--- src/hw/rtl/wsrs_pkg.sv ---
// Shared widths, codes and register defaults of the wash start retry sequencer.
`timescale 1ns / 1ps
`default_nettype none
package wsrs_pkg;

	// field widths
	localparam int STATE_W  = 4;
	localparam int COUNT_W  = 8;
	localparam int EVENT_W  = 3;
	localparam int REASON_W = 3;
	localparam int TIME_W   = 32;
	localparam int SEC_W    = 16;

	// delays are held in milliseconds: 65535 s * 1000 fits in 26 bits
	localparam int MS_PER_SECOND = 1000;
	localparam int DELAY_MS_W    = 26;

	// configuration port
	localparam int CFG_IDX_W  = 2;
	localparam int CFG_DATA_W = 16;

	localparam logic [CFG_IDX_W-1:0] CFG_MAX_ATTEMPTS     = 2'd0;
	localparam logic [CFG_IDX_W-1:0] CFG_RETRY_DELAY      = 2'd1;
	localparam logic [CFG_IDX_W-1:0] CFG_INTER_WASH_DELAY = 2'd2;

	localparam logic [COUNT_W-1:0]    MAX_ATTEMPTS_RST     = 8'd3;
	localparam logic [DELAY_MS_W-1:0] RETRY_DELAY_MS_RST   = 26'd5000;
	localparam logic [DELAY_MS_W-1:0] INTER_WASH_MS_RST    = 26'd10000;

	// event codes
	localparam logic [EVENT_W-1:0] EVT_NONE          = 3'd0;
	localparam logic [EVENT_W-1:0] EVT_ESTOP_ACTIVE  = 3'd1;
	localparam logic [EVENT_W-1:0] EVT_ESTOP_CLEARED = 3'd2;
	localparam logic [EVENT_W-1:0] EVT_START_ATTEMPT = 3'd3;
	localparam logic [EVENT_W-1:0] EVT_STARTED       = 3'd4;
	localparam logic [EVENT_W-1:0] EVT_COMPLETED     = 3'd5;
	localparam logic [EVENT_W-1:0] EVT_FAULT         = 3'd6;

	// fault reasons
	localparam logic [REASON_W-1:0] FR_NONE          = 3'd0;
	localparam logic [REASON_W-1:0] FR_IDLE_DEQUEUE  = 3'd1;
	localparam logic [REASON_W-1:0] FR_RELAY_FAILURE = 3'd2;
	localparam logic [REASON_W-1:0] FR_NO_BUSY       = 3'd3;
	localparam logic [REASON_W-1:0] FR_QUEUED_LAUNCH = 3'd4;
	localparam logic [REASON_W-1:0] FR_BAD_STATE     = 3'd5;

endpackage
`default_nettype wire

--- src/hw/rtl/wsrs_if.sv ---
// Update and result channel interfaces of the wash start retry sequencer.
`timescale 1ns / 1ps
`default_nettype none
interface wsrs_upd_if;
	import wsrs_pkg::*;

	logic              valid;
	logic              ready;
	logic              estop_active;
	logic              busy_confirmed;
	logic              busy_raw;
	logic              queue_empty;
	logic              dequeue_ok;
	logic              relay_start_ok;
	logic              relay_running;
	logic              clear_fault;
	logic [TIME_W-1:0] now_ms;

	modport source (output valid, estop_active, busy_confirmed, busy_raw, queue_empty,
		dequeue_ok, relay_start_ok, relay_running, clear_fault, now_ms, input ready);
	modport sink (input valid, estop_active, busy_confirmed, busy_raw, queue_empty,
		dequeue_ok, relay_start_ok, relay_running, clear_fault, now_ms, output ready);
endinterface

interface wsrs_res_if;
	import wsrs_pkg::*;

	logic                valid;
	logic                ready;
	logic [STATE_W-1:0]  machine_state;
	logic [COUNT_W-1:0]  attempt_count;
	logic [COUNT_W-1:0]  retry_count;
	logic                dequeue_request;
	logic                relay_start_request;
	logic                queue_clear_request;
	logic [EVENT_W-1:0]  event_code;
	logic                retry_started;
	logic [COUNT_W-1:0]  event_value;
	logic [REASON_W-1:0] fault_reason;
	logic                busy_flag;
	logic                faulted_flag;

	modport source (output valid, machine_state, attempt_count, retry_count,
		dequeue_request, relay_start_request, queue_clear_request, event_code,
		retry_started, event_value, fault_reason, busy_flag, faulted_flag, input ready);
	modport sink (input valid, machine_state, attempt_count, retry_count,
		dequeue_request, relay_start_request, queue_clear_request, event_code,
		retry_started, event_value, fault_reason, busy_flag, faulted_flag, output ready);
endinterface
`default_nettype wire

--- src/hw/rtl/wash_start_retry_sequencer.sv ---
// Top level of the wash start retry sequencer: input register, state update, result register.
`timescale 1ns / 1ps
`default_nettype none
// One update beat in, one result beat out. The block takes a beat every cycle while the
// result side is not stalled; each beat passes the input register, then the result
// register. The rate is set by a single next-state pass per update, whose
// longest path is the 32-bit wrapped elapsed-time subtract and compare
// against the delay in milliseconds (converted from seconds when the register is
// written). An emergency stop overrides every state and requests a queue clear. A
// relay start that does not bring busy is retried after the retry delay until
// max_attempts starts are made, then the block faults. Configuration writes take
// effect at once and are expected only while no beat is in flight.
module wash_start_retry_sequencer (
	input  wire logic                          clk,
	input  wire logic                          arst_n,
	input  wire logic                          cfg_we,
	input  wire logic [wsrs_pkg::CFG_IDX_W-1:0]  cfg_index,
	input  wire logic [wsrs_pkg::CFG_DATA_W-1:0] cfg_wdata,
	wsrs_upd_if.sink                           update,
	wsrs_res_if.source                         result
);
	import wsrs_pkg::*;

	typedef enum logic [STATE_W-1:0] {
		ST_IDLE        = 4'd0,
		ST_STARTING    = 4'd1,
		ST_WAIT_BUSY   = 4'd2,
		ST_RUNNING     = 4'd3,
		ST_RELEASE     = 4'd4,
		ST_QUEUE_DELAY = 4'd5,
		ST_RETRY_DELAY = 4'd6,
		ST_FAULT       = 4'd7,
		ST_ESTOP       = 4'd8
	} state_t;

	typedef struct packed {
		logic              estop_active;
		logic              busy_confirmed;
		logic              busy_raw;
		logic              queue_empty;
		logic              dequeue_ok;
		logic              relay_start_ok;
		logic              relay_running;
		logic              clear_fault;
		logic [TIME_W-1:0] now_ms;
	} upd_t;

	typedef struct packed {
		logic [STATE_W-1:0]  machine_state;
		logic [COUNT_W-1:0]  attempt_count;
		logic [COUNT_W-1:0]  retry_count;
		logic                dequeue_request;
		logic                relay_start_request;
		logic                queue_clear_request;
		logic [EVENT_W-1:0]  event_code;
		logic                retry_started;
		logic [COUNT_W-1:0]  event_value;
		logic [REASON_W-1:0] fault_reason;
		logic                busy_flag;
		logic                faulted_flag;
	} res_t;

	// configuration
	logic [COUNT_W-1:0]    max_attempts_q;
	logic [DELAY_MS_W-1:0] retry_ms_q;
	logic [DELAY_MS_W-1:0] inter_wash_ms_q;
	logic [DELAY_MS_W-1:0] cfg_ms;

	// sequencer state
	state_t             state_q;
	logic [COUNT_W-1:0] attempts_q;
	logic [COUNT_W-1:0] retries_q;
	logic [TIME_W-1:0]  entry_q;

	// pipeline
	logic valid_s1;
	upd_t upd_s1;
	logic res_valid_q;
	res_t res_q;
	logic advance;

	// next-state values
	state_t             st_n;
	logic [COUNT_W-1:0] att_n;
	logic [COUNT_W-1:0] ret_n;
	logic [TIME_W-1:0]  entry_n;
	res_t               res_n;
	logic [TIME_W-1:0]  elapsed;
	logic               retry_done;
	logic               inter_done;

	// seconds to milliseconds at write time
	assign cfg_ms = DELAY_MS_W'({{(DELAY_MS_W-CFG_DATA_W){1'b0}}, cfg_wdata} *
		DELAY_MS_W'(MS_PER_SECOND));

	always_ff @(posedge clk or negedge arst_n) begin
		if (!arst_n) begin
			max_attempts_q  <= MAX_ATTEMPTS_RST;
			retry_ms_q      <= RETRY_DELAY_MS_RST;
			inter_wash_ms_q <= INTER_WASH_MS_RST;
		end else if (cfg_we) begin
			case (cfg_index)
				CFG_MAX_ATTEMPTS:     max_attempts_q  <= cfg_wdata[COUNT_W-1:0];
				CFG_RETRY_DELAY:      retry_ms_q      <= cfg_ms;
				CFG_INTER_WASH_DELAY: inter_wash_ms_q <= cfg_ms;
				default: ;
			endcase
		end
	end

	// handshake: the input stage moves when the result register is free or drained
	assign advance      = valid_s1 && (!res_valid_q || result.ready);
	assign update.ready = !valid_s1 || advance;

	// wrapped elapsed time since the last state change
	assign elapsed    = upd_s1.now_ms - entry_q;
	assign retry_done = elapsed >= {{(TIME_W-DELAY_MS_W){1'b0}}, retry_ms_q};
	assign inter_done = elapsed >= {{(TIME_W-DELAY_MS_W){1'b0}}, inter_wash_ms_q};

	// one update of the sequencer
	always_comb begin
		state_t             eff;
		logic [COUNT_W-1:0] att_inc;
		logic               to_fault;
		logic [REASON_W-1:0] reason;

		st_n     = state_q;
		att_n    = attempts_q;
		ret_n    = retries_q;
		entry_n  = entry_q;
		res_n    = '0;
		eff      = state_q;
		att_inc  = (attempts_q != '1) ? attempts_q + COUNT_W'(1) : attempts_q;
		to_fault = 1'b0;
		reason   = FR_NONE;

		if (upd_s1.estop_active) begin
			if (state_q != ST_ESTOP) begin
				res_n.queue_clear_request = 1'b1;
				res_n.event_code          = EVT_ESTOP_ACTIVE;
				att_n   = '0;
				ret_n   = '0;
				st_n    = ST_ESTOP;
				entry_n = upd_s1.now_ms;
			end else if (!upd_s1.queue_empty) begin
				res_n.queue_clear_request = 1'b1;
			end
		end else begin
			// leaving estop runs the idle handling in the same update
			if (state_q == ST_ESTOP) begin
				res_n.event_code = EVT_ESTOP_CLEARED;
				att_n   = '0;
				ret_n   = '0;
				st_n    = ST_IDLE;
				entry_n = upd_s1.now_ms;
				eff     = ST_IDLE;
			end
			case (eff)
				ST_IDLE: begin
					att_n = '0;
					ret_n = '0;
					if (!upd_s1.queue_empty) begin
						res_n.dequeue_request = 1'b1;
						if (upd_s1.dequeue_ok) begin
							st_n    = ST_STARTING;
							entry_n = upd_s1.now_ms;
						end else begin
							to_fault = 1'b1;
							reason   = FR_IDLE_DEQUEUE;
						end
					end
				end
				ST_STARTING: begin
					res_n.relay_start_request = 1'b1;
					if (upd_s1.relay_start_ok) begin
						att_n = att_inc;
						if (att_inc > COUNT_W'(1)) ret_n = att_inc - COUNT_W'(1);
						res_n.retry_started = (ret_n != '0);
						res_n.event_code    = EVT_START_ATTEMPT;
						res_n.event_value   = att_inc;
						st_n    = ST_WAIT_BUSY;
						entry_n = upd_s1.now_ms;
					end else begin
						to_fault = 1'b1;
						reason   = FR_RELAY_FAILURE;
					end
				end
				ST_WAIT_BUSY: begin
					if (upd_s1.busy_confirmed) begin
						res_n.event_code  = EVT_STARTED;
						res_n.event_value = attempts_q;
						st_n    = ST_RUNNING;
						entry_n = upd_s1.now_ms;
					end else if (!upd_s1.relay_running) begin
						if (attempts_q >= max_attempts_q) begin
							to_fault = 1'b1;
							reason   = FR_NO_BUSY;
						end else begin
							st_n    = ST_RETRY_DELAY;
							entry_n = upd_s1.now_ms;
						end
					end
				end
				ST_RETRY_DELAY: begin
					if (retry_done) begin
						st_n    = ST_STARTING;
						entry_n = upd_s1.now_ms;
					end
				end
				ST_RUNNING: begin
					if (!upd_s1.busy_raw) begin
						st_n    = ST_RELEASE;
						entry_n = upd_s1.now_ms;
					end
				end
				ST_RELEASE: begin
					if (upd_s1.busy_raw) begin
						st_n    = ST_RUNNING;
						entry_n = upd_s1.now_ms;
					end else if (!upd_s1.busy_confirmed) begin
						res_n.event_code  = EVT_COMPLETED;
						res_n.event_value = attempts_q;
						att_n   = '0;
						ret_n   = '0;
						st_n    = upd_s1.queue_empty ? ST_IDLE : ST_QUEUE_DELAY;
						entry_n = upd_s1.now_ms;
					end
				end
				ST_QUEUE_DELAY: begin
					if (upd_s1.queue_empty) begin
						st_n    = ST_IDLE;
						entry_n = upd_s1.now_ms;
					end else if (inter_done) begin
						res_n.dequeue_request = 1'b1;
						if (!upd_s1.dequeue_ok) begin
							to_fault = 1'b1;
							reason   = FR_QUEUED_LAUNCH;
						end else begin
							att_n   = '0;
							ret_n   = '0;
							st_n    = ST_STARTING;
							entry_n = upd_s1.now_ms;
						end
					end
				end
				ST_FAULT: begin
					if (upd_s1.clear_fault) res_n.queue_clear_request = 1'b1;
					att_n   = '0;
					ret_n   = '0;
					st_n    = ST_IDLE;
					entry_n = upd_s1.now_ms;
				end
				default: begin
					to_fault = 1'b1;
					reason   = FR_BAD_STATE;
				end
			endcase

			// common fault entry; the event carries the count as it stands
			if (to_fault) begin
				res_n.queue_clear_request = 1'b1;
				res_n.fault_reason        = reason;
				res_n.event_code          = EVT_FAULT;
				res_n.event_value         = att_n;
				st_n    = ST_FAULT;
				entry_n = upd_s1.now_ms;
			end
		end

		res_n.machine_state = st_n;
		res_n.attempt_count = att_n;
		res_n.retry_count   = ret_n;
		res_n.busy_flag     = st_n inside {[ST_STARTING:ST_RETRY_DELAY]};
		res_n.faulted_flag  = (st_n == ST_FAULT);
	end

	// control and sequencer state
	always_ff @(posedge clk or negedge arst_n) begin
		if (!arst_n) begin
			valid_s1    <= 1'b0;
			res_valid_q <= 1'b0;
			state_q     <= ST_IDLE;
			attempts_q  <= '0;
			retries_q   <= '0;
			entry_q     <= '0;
		end else begin
			if (update.ready) valid_s1 <= update.valid;
			if (advance) begin
				res_valid_q <= 1'b1;
				state_q     <= st_n;
				attempts_q  <= att_n;
				retries_q   <= ret_n;
				entry_q     <= entry_n;
			end else if (result.ready) begin
				res_valid_q <= 1'b0;
			end
		end
	end

	// payload registers
	always_ff @(posedge clk) begin
		if (update.ready && update.valid) begin
			upd_s1.estop_active   <= update.estop_active;
			upd_s1.busy_confirmed <= update.busy_confirmed;
			upd_s1.busy_raw       <= update.busy_raw;
			upd_s1.queue_empty    <= update.queue_empty;
			upd_s1.dequeue_ok     <= update.dequeue_ok;
			upd_s1.relay_start_ok <= update.relay_start_ok;
			upd_s1.relay_running  <= update.relay_running;
			upd_s1.clear_fault    <= update.clear_fault;
			upd_s1.now_ms         <= update.now_ms;
		end
		if (advance) res_q <= res_n;
	end

	// result beat
	assign result.valid               = res_valid_q;
	assign result.machine_state       = res_q.machine_state;
	assign result.attempt_count       = res_q.attempt_count;
	assign result.retry_count         = res_q.retry_count;
	assign result.dequeue_request     = res_q.dequeue_request;
	assign result.relay_start_request = res_q.relay_start_request;
	assign result.queue_clear_request = res_q.queue_clear_request;
	assign result.event_code          = res_q.event_code;
	assign result.retry_started       = res_q.retry_started;
	assign result.event_value         = res_q.event_value;
	assign result.fault_reason        = res_q.fault_reason;
	assign result.busy_flag           = res_q.busy_flag;
	assign result.faulted_flag        = res_q.faulted_flag;

	// a fault reason is reported only with the beat that enters fault
	a_reason_in_fault: assert property (@(posedge clk) disable iff (!arst_n)
		(res_valid_q && res_q.fault_reason != FR_NONE) |-> res_q.faulted_flag)
		else $error("fault reason reported outside fault state");

	// an active emergency stop always lands in the estop state
	a_estop_wins: assert property (@(posedge clk) disable iff (!arst_n)
		(advance && upd_s1.estop_active) |=> (state_q == ST_ESTOP))
		else $error("estop did not override the sequencer");

	// retries stay below attempts
	a_retry_below_attempts: assert property (@(posedge clk) disable iff (!arst_n)
		(retries_q == '0) || (retries_q < attempts_q))
		else $error("retry count not below attempt count");

	// the input stage only moves on when its result can be stored
	a_no_overwrite: assert property (@(posedge clk) disable iff (!arst_n)
		(res_valid_q && !result.ready) |=> $stable(res_q))
		else $error("result overwritten while stalled");

endmodule
`default_nettype wire

--- src/flat_wrapper.sv ---
// flat-port wrapper written by rule: the top's interface ports become plain ports
module wash_start_retry_sequencer_flat import wsrs_pkg::*;
  (clk, arst_n, cfg_we, cfg_index, cfg_wdata, update_valid, update_estop_active, update_busy_confirmed, update_busy_raw, update_queue_empty, update_dequeue_ok, update_relay_start_ok, update_relay_running, update_clear_fault, update_now_ms, update_ready, result_valid, result_machine_state, result_attempt_count, result_retry_count, result_dequeue_request, result_relay_start_request, result_queue_clear_request, result_event_code, result_retry_started, result_event_value, result_fault_reason, result_busy_flag, result_faulted_flag, result_ready);
  wsrs_upd_if update_i ();
  wsrs_res_if result_i ();
  input  wire logic clk;
  input  wire logic arst_n;
  input  wire logic cfg_we;
  input  wire logic [wsrs_pkg::CFG_IDX_W-1:0] cfg_index;
  input  wire logic [wsrs_pkg::CFG_DATA_W-1:0] cfg_wdata;
  input wire logic [$bits(update_i.valid)-1:0] update_valid;
  input wire logic [$bits(update_i.estop_active)-1:0] update_estop_active;
  input wire logic [$bits(update_i.busy_confirmed)-1:0] update_busy_confirmed;
  input wire logic [$bits(update_i.busy_raw)-1:0] update_busy_raw;
  input wire logic [$bits(update_i.queue_empty)-1:0] update_queue_empty;
  input wire logic [$bits(update_i.dequeue_ok)-1:0] update_dequeue_ok;
  input wire logic [$bits(update_i.relay_start_ok)-1:0] update_relay_start_ok;
  input wire logic [$bits(update_i.relay_running)-1:0] update_relay_running;
  input wire logic [$bits(update_i.clear_fault)-1:0] update_clear_fault;
  input wire logic [$bits(update_i.now_ms)-1:0] update_now_ms;
  output wire logic [$bits(update_i.ready)-1:0] update_ready;
  output wire logic [$bits(result_i.valid)-1:0] result_valid;
  output wire logic [$bits(result_i.machine_state)-1:0] result_machine_state;
  output wire logic [$bits(result_i.attempt_count)-1:0] result_attempt_count;
  output wire logic [$bits(result_i.retry_count)-1:0] result_retry_count;
  output wire logic [$bits(result_i.dequeue_request)-1:0] result_dequeue_request;
  output wire logic [$bits(result_i.relay_start_request)-1:0] result_relay_start_request;
  output wire logic [$bits(result_i.queue_clear_request)-1:0] result_queue_clear_request;
  output wire logic [$bits(result_i.event_code)-1:0] result_event_code;
  output wire logic [$bits(result_i.retry_started)-1:0] result_retry_started;
  output wire logic [$bits(result_i.event_value)-1:0] result_event_value;
  output wire logic [$bits(result_i.fault_reason)-1:0] result_fault_reason;
  output wire logic [$bits(result_i.busy_flag)-1:0] result_busy_flag;
  output wire logic [$bits(result_i.faulted_flag)-1:0] result_faulted_flag;
  input wire logic [$bits(result_i.ready)-1:0] result_ready;
  assign update_i.valid = update_valid;
  assign update_i.estop_active = update_estop_active;
  assign update_i.busy_confirmed = update_busy_confirmed;
  assign update_i.busy_raw = update_busy_raw;
  assign update_i.queue_empty = update_queue_empty;
  assign update_i.dequeue_ok = update_dequeue_ok;
  assign update_i.relay_start_ok = update_relay_start_ok;
  assign update_i.relay_running = update_relay_running;
  assign update_i.clear_fault = update_clear_fault;
  assign update_i.now_ms = update_now_ms;
  assign update_ready = update_i.ready;
  assign result_valid = result_i.valid;
  assign result_machine_state = result_i.machine_state;
  assign result_attempt_count = result_i.attempt_count;
  assign result_retry_count = result_i.retry_count;
  assign result_dequeue_request = result_i.dequeue_request;
  assign result_relay_start_request = result_i.relay_start_request;
  assign result_queue_clear_request = result_i.queue_clear_request;
  assign result_event_code = result_i.event_code;
  assign result_retry_started = result_i.retry_started;
  assign result_event_value = result_i.event_value;
  assign result_fault_reason = result_i.fault_reason;
  assign result_busy_flag = result_i.busy_flag;
  assign result_faulted_flag = result_i.faulted_flag;
  assign result_i.ready = result_ready;
  wash_start_retry_sequencer u_core (.clk(clk), .arst_n(arst_n), .cfg_we(cfg_we), .cfg_index(cfg_index), .cfg_wdata(cfg_wdata), .update(update_i), .result(result_i));
endmodule
--- config.mk ---
export PLATFORM = sky130hd
export DESIGN_NAME = wash_start_retry_sequencer_flat
export DESIGN_NICKNAME = d
export VERILOG_FILES = /design/src/hw/rtl/wsrs_pkg.sv /design/src/hw/rtl/wsrs_if.sv /design/src/hw/rtl/wash_start_retry_sequencer.sv /design/src/flat_wrapper.sv
export SDC_FILE = /design/constraint.sdc
export NUM_CORES = 1
export LEC_CHECK = 0
export BUFFER_PORTS_ARGS = -buffer_cell sky130_fd_sc_hd__buf_4
export CORE_MARGIN = 3
export CORE_UTILIZATION = 48
export CTS_BUF_LIST = sky130_fd_sc_hd__clkbuf_2 sky130_fd_sc_hd__clkbuf_4 sky130_fd_sc_hd__clkbuf_8
export DETAILED_ROUTE_END_ITERATION = 6
export PLACE_DENSITY = 0.78
export SYNTH_ARGS = -nofsm -noshare
export SYNTH_HDL_FRONTEND = slang
export SYNTH_SLANG_ARGS = --single-unit
--- constraint.sdc ---
create_clock -name clk -period 7.3 [get_ports clk]
set_input_delay 0.365 -clock clk [delete_from_list [all_inputs] [get_ports clk]]
set_output_delay 0.365 -clock clk [all_outputs]
set_load 0.1 [all_outputs]
==> parameters.txt <==
Parameter                              Value

Yosys
  Ranking of synthesized cells by instance count    175 x inv_1, 141 x ha_1, 111 x nand2_1
  Warning count from the yosys run    0
  Number of enable-type register cells in the synthesized netlist    80
  Number of nets in the synthesized netlist    roughly 1600
  Netlist cell types    80
  Seq/Total Area, Yosys    37.1%
  Cell accounting for the most synthesized area    dfrtp_1
  Library cell with the highest instance count after synthesis    inv_1
  Fraction of synthesized cell area taken by the top area cell type    17.4%
  Dominant cells by area after synthesis    dfrtp_1 17%, edfxtp_1 17%, ha_1 13%, fa_1 8.0%, inv_1 4.8%
  Top flip-flop cell by instance count after synthesis    dfrtp_1
  Ys async rst share    57.4%
  Count of mapped cells out of synthesis    around 1400
  Synthesized flop and latch total    188
  Syn Area/Cell    around 10 um2
  Synth Cell Area    0.0138 mm2

Placement
  Cell area reported after detailed placement    about 0.015 mm2
  Post-DP HPWL    23.8 mm
  Final RePlAce weighted congestion    0.909
  Count of placed standard cells including taps    1834
  Port buffer count    104
  Dpl ws    1340 ps

CTS
  Post-cts hold buffer count    1
  TritonCTS clock tree    done
  Clock slew at the register clock pins of the worst setup and hold paths    110 ps
  Sinks on the clock net    188
  Postcts setup bufs    0
  CTS Root Buffer Type    clkbuf_8
  CTS Buf Count    17
  Clock H-tree levels    4
  Post-CTS Resized    0
  Number of buffers on the longest clock path    2
  Clock latency of the later-clocked register in the worst-skew pair    ~480 ps

Cells and area
  Sequential cell area    0.00512 mm2
  Fin area    0.0154 mm2
  Antenna fix cells    0
  Number of fillers in the final layout    2463
  Final Util    a little over half
  Ratio of cells with drive above 1 in the final layout    14.6%
  Count of non-filler cells in the finished layout    1867
  Synthesis-to-layout area growth    11.1%
  Final-stage net count    between 1500 and 2000
  Multi-input gate area in the final layout    0.00786 mm2

Critical path
  Arrival time at the worst endpoint    6410 ps
  Nature of the critical path startpoint    flip-flop
  Max Fanout on Critical Path    30
  Required time of the worst setup path    7660 ps
  Endpoint class of the critical path    flip-flop
  Category of the critical setup timing path    flip-flop to flip-flop

Floorplanning
  Core Area    0.0281 mm2
  DIE AREA    slightly above 0.03 mm2
  Die Span Y    roughly 180 um
  Count of pins on the block boundary    105
  DIE WIDTH    176 um
  Effective utilization at floorplan    between 40 and 50%
  Standard-cell row count    61

Global routing
  Global routing met3 resource utilization    2.49%
  Total global routing overflow    0
  Via count of the first global-routing pass    around 10000
  Met2 usage in global routing    33.8%
  Total global-route track usage    20.3%
  Global route hottest layer    met2
  Number of antenna violations at the first check in global routing    0
  Largest net degree at the start of global routing    73
  Global-route wire length before repair    between 50 and 60 mm
  Met1 track utilization from global routing    28.3%

Route
  Final wirelength    31.0 mm
  Vias    10400
  Post-route antenna net violation count    0
  Detailed Routing Iterations Pass 1    7
  Number of DRC violations after detailed routing    3
  Per-cell routed wire length    16.6 um
  Post-DR vias/cell    5.58
  DRC marker count from the first detailed-route iteration    approximately 860

Power and ir drop
  Switching power    2.71 mW
  Sw Share    46.5%
  Static leakage    7.19 nW
  Power Internal    slightly above 3 mW
  Power density cells    ~380 mW/mm2
  Clk network pwr share    12.1%
  Peak VDD IR    168 uV
  Overall power    5.83 mW
  Logic pwr share    61.7%
  Sequential share of power    approximately a quarter

Outcome
  Violated checks    DRC
  Result of the run    finished, violations left

Timing
  Finish-stage setup viols    0
  Achievable Freq    165 MHz
  Share of the clock period used by the worst path    82.9%
  Crit path setup slack, layout    1250 ps
  TNS Setup    0 ps
  Clock period minus worst slack    about 6000 ps
  Final worst clock skew    19.1 ps
  RSZ-0062 raised after global routing    no
  Transition time of the tightest slew-check pin    between 1000 and 1500 ps
  Hold violation total from the final report    0
  Max-slew violation count    0
  Worst relative slew slack    roughly 28%
  Tightest hold margin    56.4 ps

Min path
  Path category of the worst min-delay check    input port to flip-flop

Job
  Max-capacitance violation count    0
==> power groups by stage <==
stage | Combinational [mW] | Clock, mW | Sequential, mW
2_1_floorplan | 2.58 | 0 | 1.66
4_1_cts | 3.58 | 0.721 | 1.52
6_report | 3.59 | 0.707 | 1.53
3_5_place_dp | 3.55 | 0 | 1.54
3_3_place_gp | 3.46 | 0 | 1.54
5_1_grt | 4.05 | 0.759 | 1.56
==> area by class of cell <==
type	count	area share, %
Multi-Input combinational cell	981	51.2
Tap cell	378	3.08
Sequential cell	188	33.3
Clock inverter	14	1.02
Timing Repair Buffer	112	5.49
Clock buffer	18	1.57
Inverter	176	4.30
==> worst max-delay path, stage by stage (launching register included) <==
cell and delay (ps):
edfxtp_1 360, inv_1 50, ha_1 220, fa_1 450
nand2b_1 180, a21oi_1 250, o2111a_1 320, nor4_2 80
or3_1 370, nand2_1 130, a21o_1 120, a21oi_1 80
xnor2_1 220, ha_1 280, o21ai_0 150, nor3_1 80
a221oi_1 270, nand2_1 90, a31oi_1 140, or4b_1 650
a31oi_4 320, nand2_4 100, o21ai_4 140, buf_4 470
mux2_4 350
==> final timing paths <==
| path | start | to | slack (ps) | cells past startpoint |
|---|---|---|---|---|
| setup / recovery | u_core.upd_s1[0] | u_core.entry_q[7] | 1250 | 24 |
| hold reg to reg | u_core.inter_wash_ms_q[20] | u_core.inter_wash_ms_q[20] | 490 | 2 |
| setup reg to reg | u_core.upd_s1[0] | u_core.entry_q[7] | 1250 | 24 |
| max in group asynchronous | arst_n | u_core.entry_q[7] | 5560 | 3 |
| min in group asynchronous | arst_n | u_core.retries_q[5] | 400 | 2 |
| hold / removal | update_now_ms[0] | u_core.upd_s1[0] | 60 | 1 |
==> registers in the layout, summed over array words and instances, names as in the netlist, 23 cells and up <==
signal,cells
u_core.inter_wash_ms_q,23
u_core.entry_q,32
u_core.retry_ms_q,23
u_core.upd_s1,40
==> cells in the final DEF (no fill, tap or decap), types with 5 or more instances in the layout <==
master,synthesis,routed
nand2_1,111,111
a211oi_1,7,7
and3_1,9,9
nor4_1,7,6
nand3b_1,5,5
nor2_1,69,69
buf_4,0,111
a22o_1,17,17
xnor2_1,28,28
nor3_1,21,21
mux2i_1,6,6
clkinv_4,0,5
nand2b_1,19,19
mux2_4,29,29
o21ai_0,107,107
mux2_2,15,15
nand4_1,14,14
a21oi_1,84,84
a21o_1,33,33
ha_1,141,141
o211ai_1,12,12
dfrtp_1,96,96
dfstp_2,12,12
and2_1,14,13
nor2b_1,10,10
o21a_1,12,12
inv_1,175,175
xor2_1,22,22
nand3_1,30,30
fa_1,55,55
or3_1,9,9
edfxtp_1,80,80
clkbuf_8,0,17
o21bai_1,6,6
a31oi_1,12,12
==> per-layer routing <==
layer,routed length (um),up-vias
met2,14900,297
li1,-,5048
met1,14100,5036
met3,1380,37
met4,549,0
met5,0,-
==> cells by family (layout without fill, tap and decap cells) <==
kind of cell	count (synthesis)	count (layout)	synth area share, %
AO/OA/AOI/OAI	348	348	16.3
XOR/XNOR	50	50	3.17
adder cells (fa/ha/maj)	196	196	20.7
buffers and inverters	216	320	6.11
flip-flops	188	188	37.1
multiplexers	50	50	4.81
AND/OR/NAND/NOR	337	337	11.9
(Power assumes the default switching activity.)
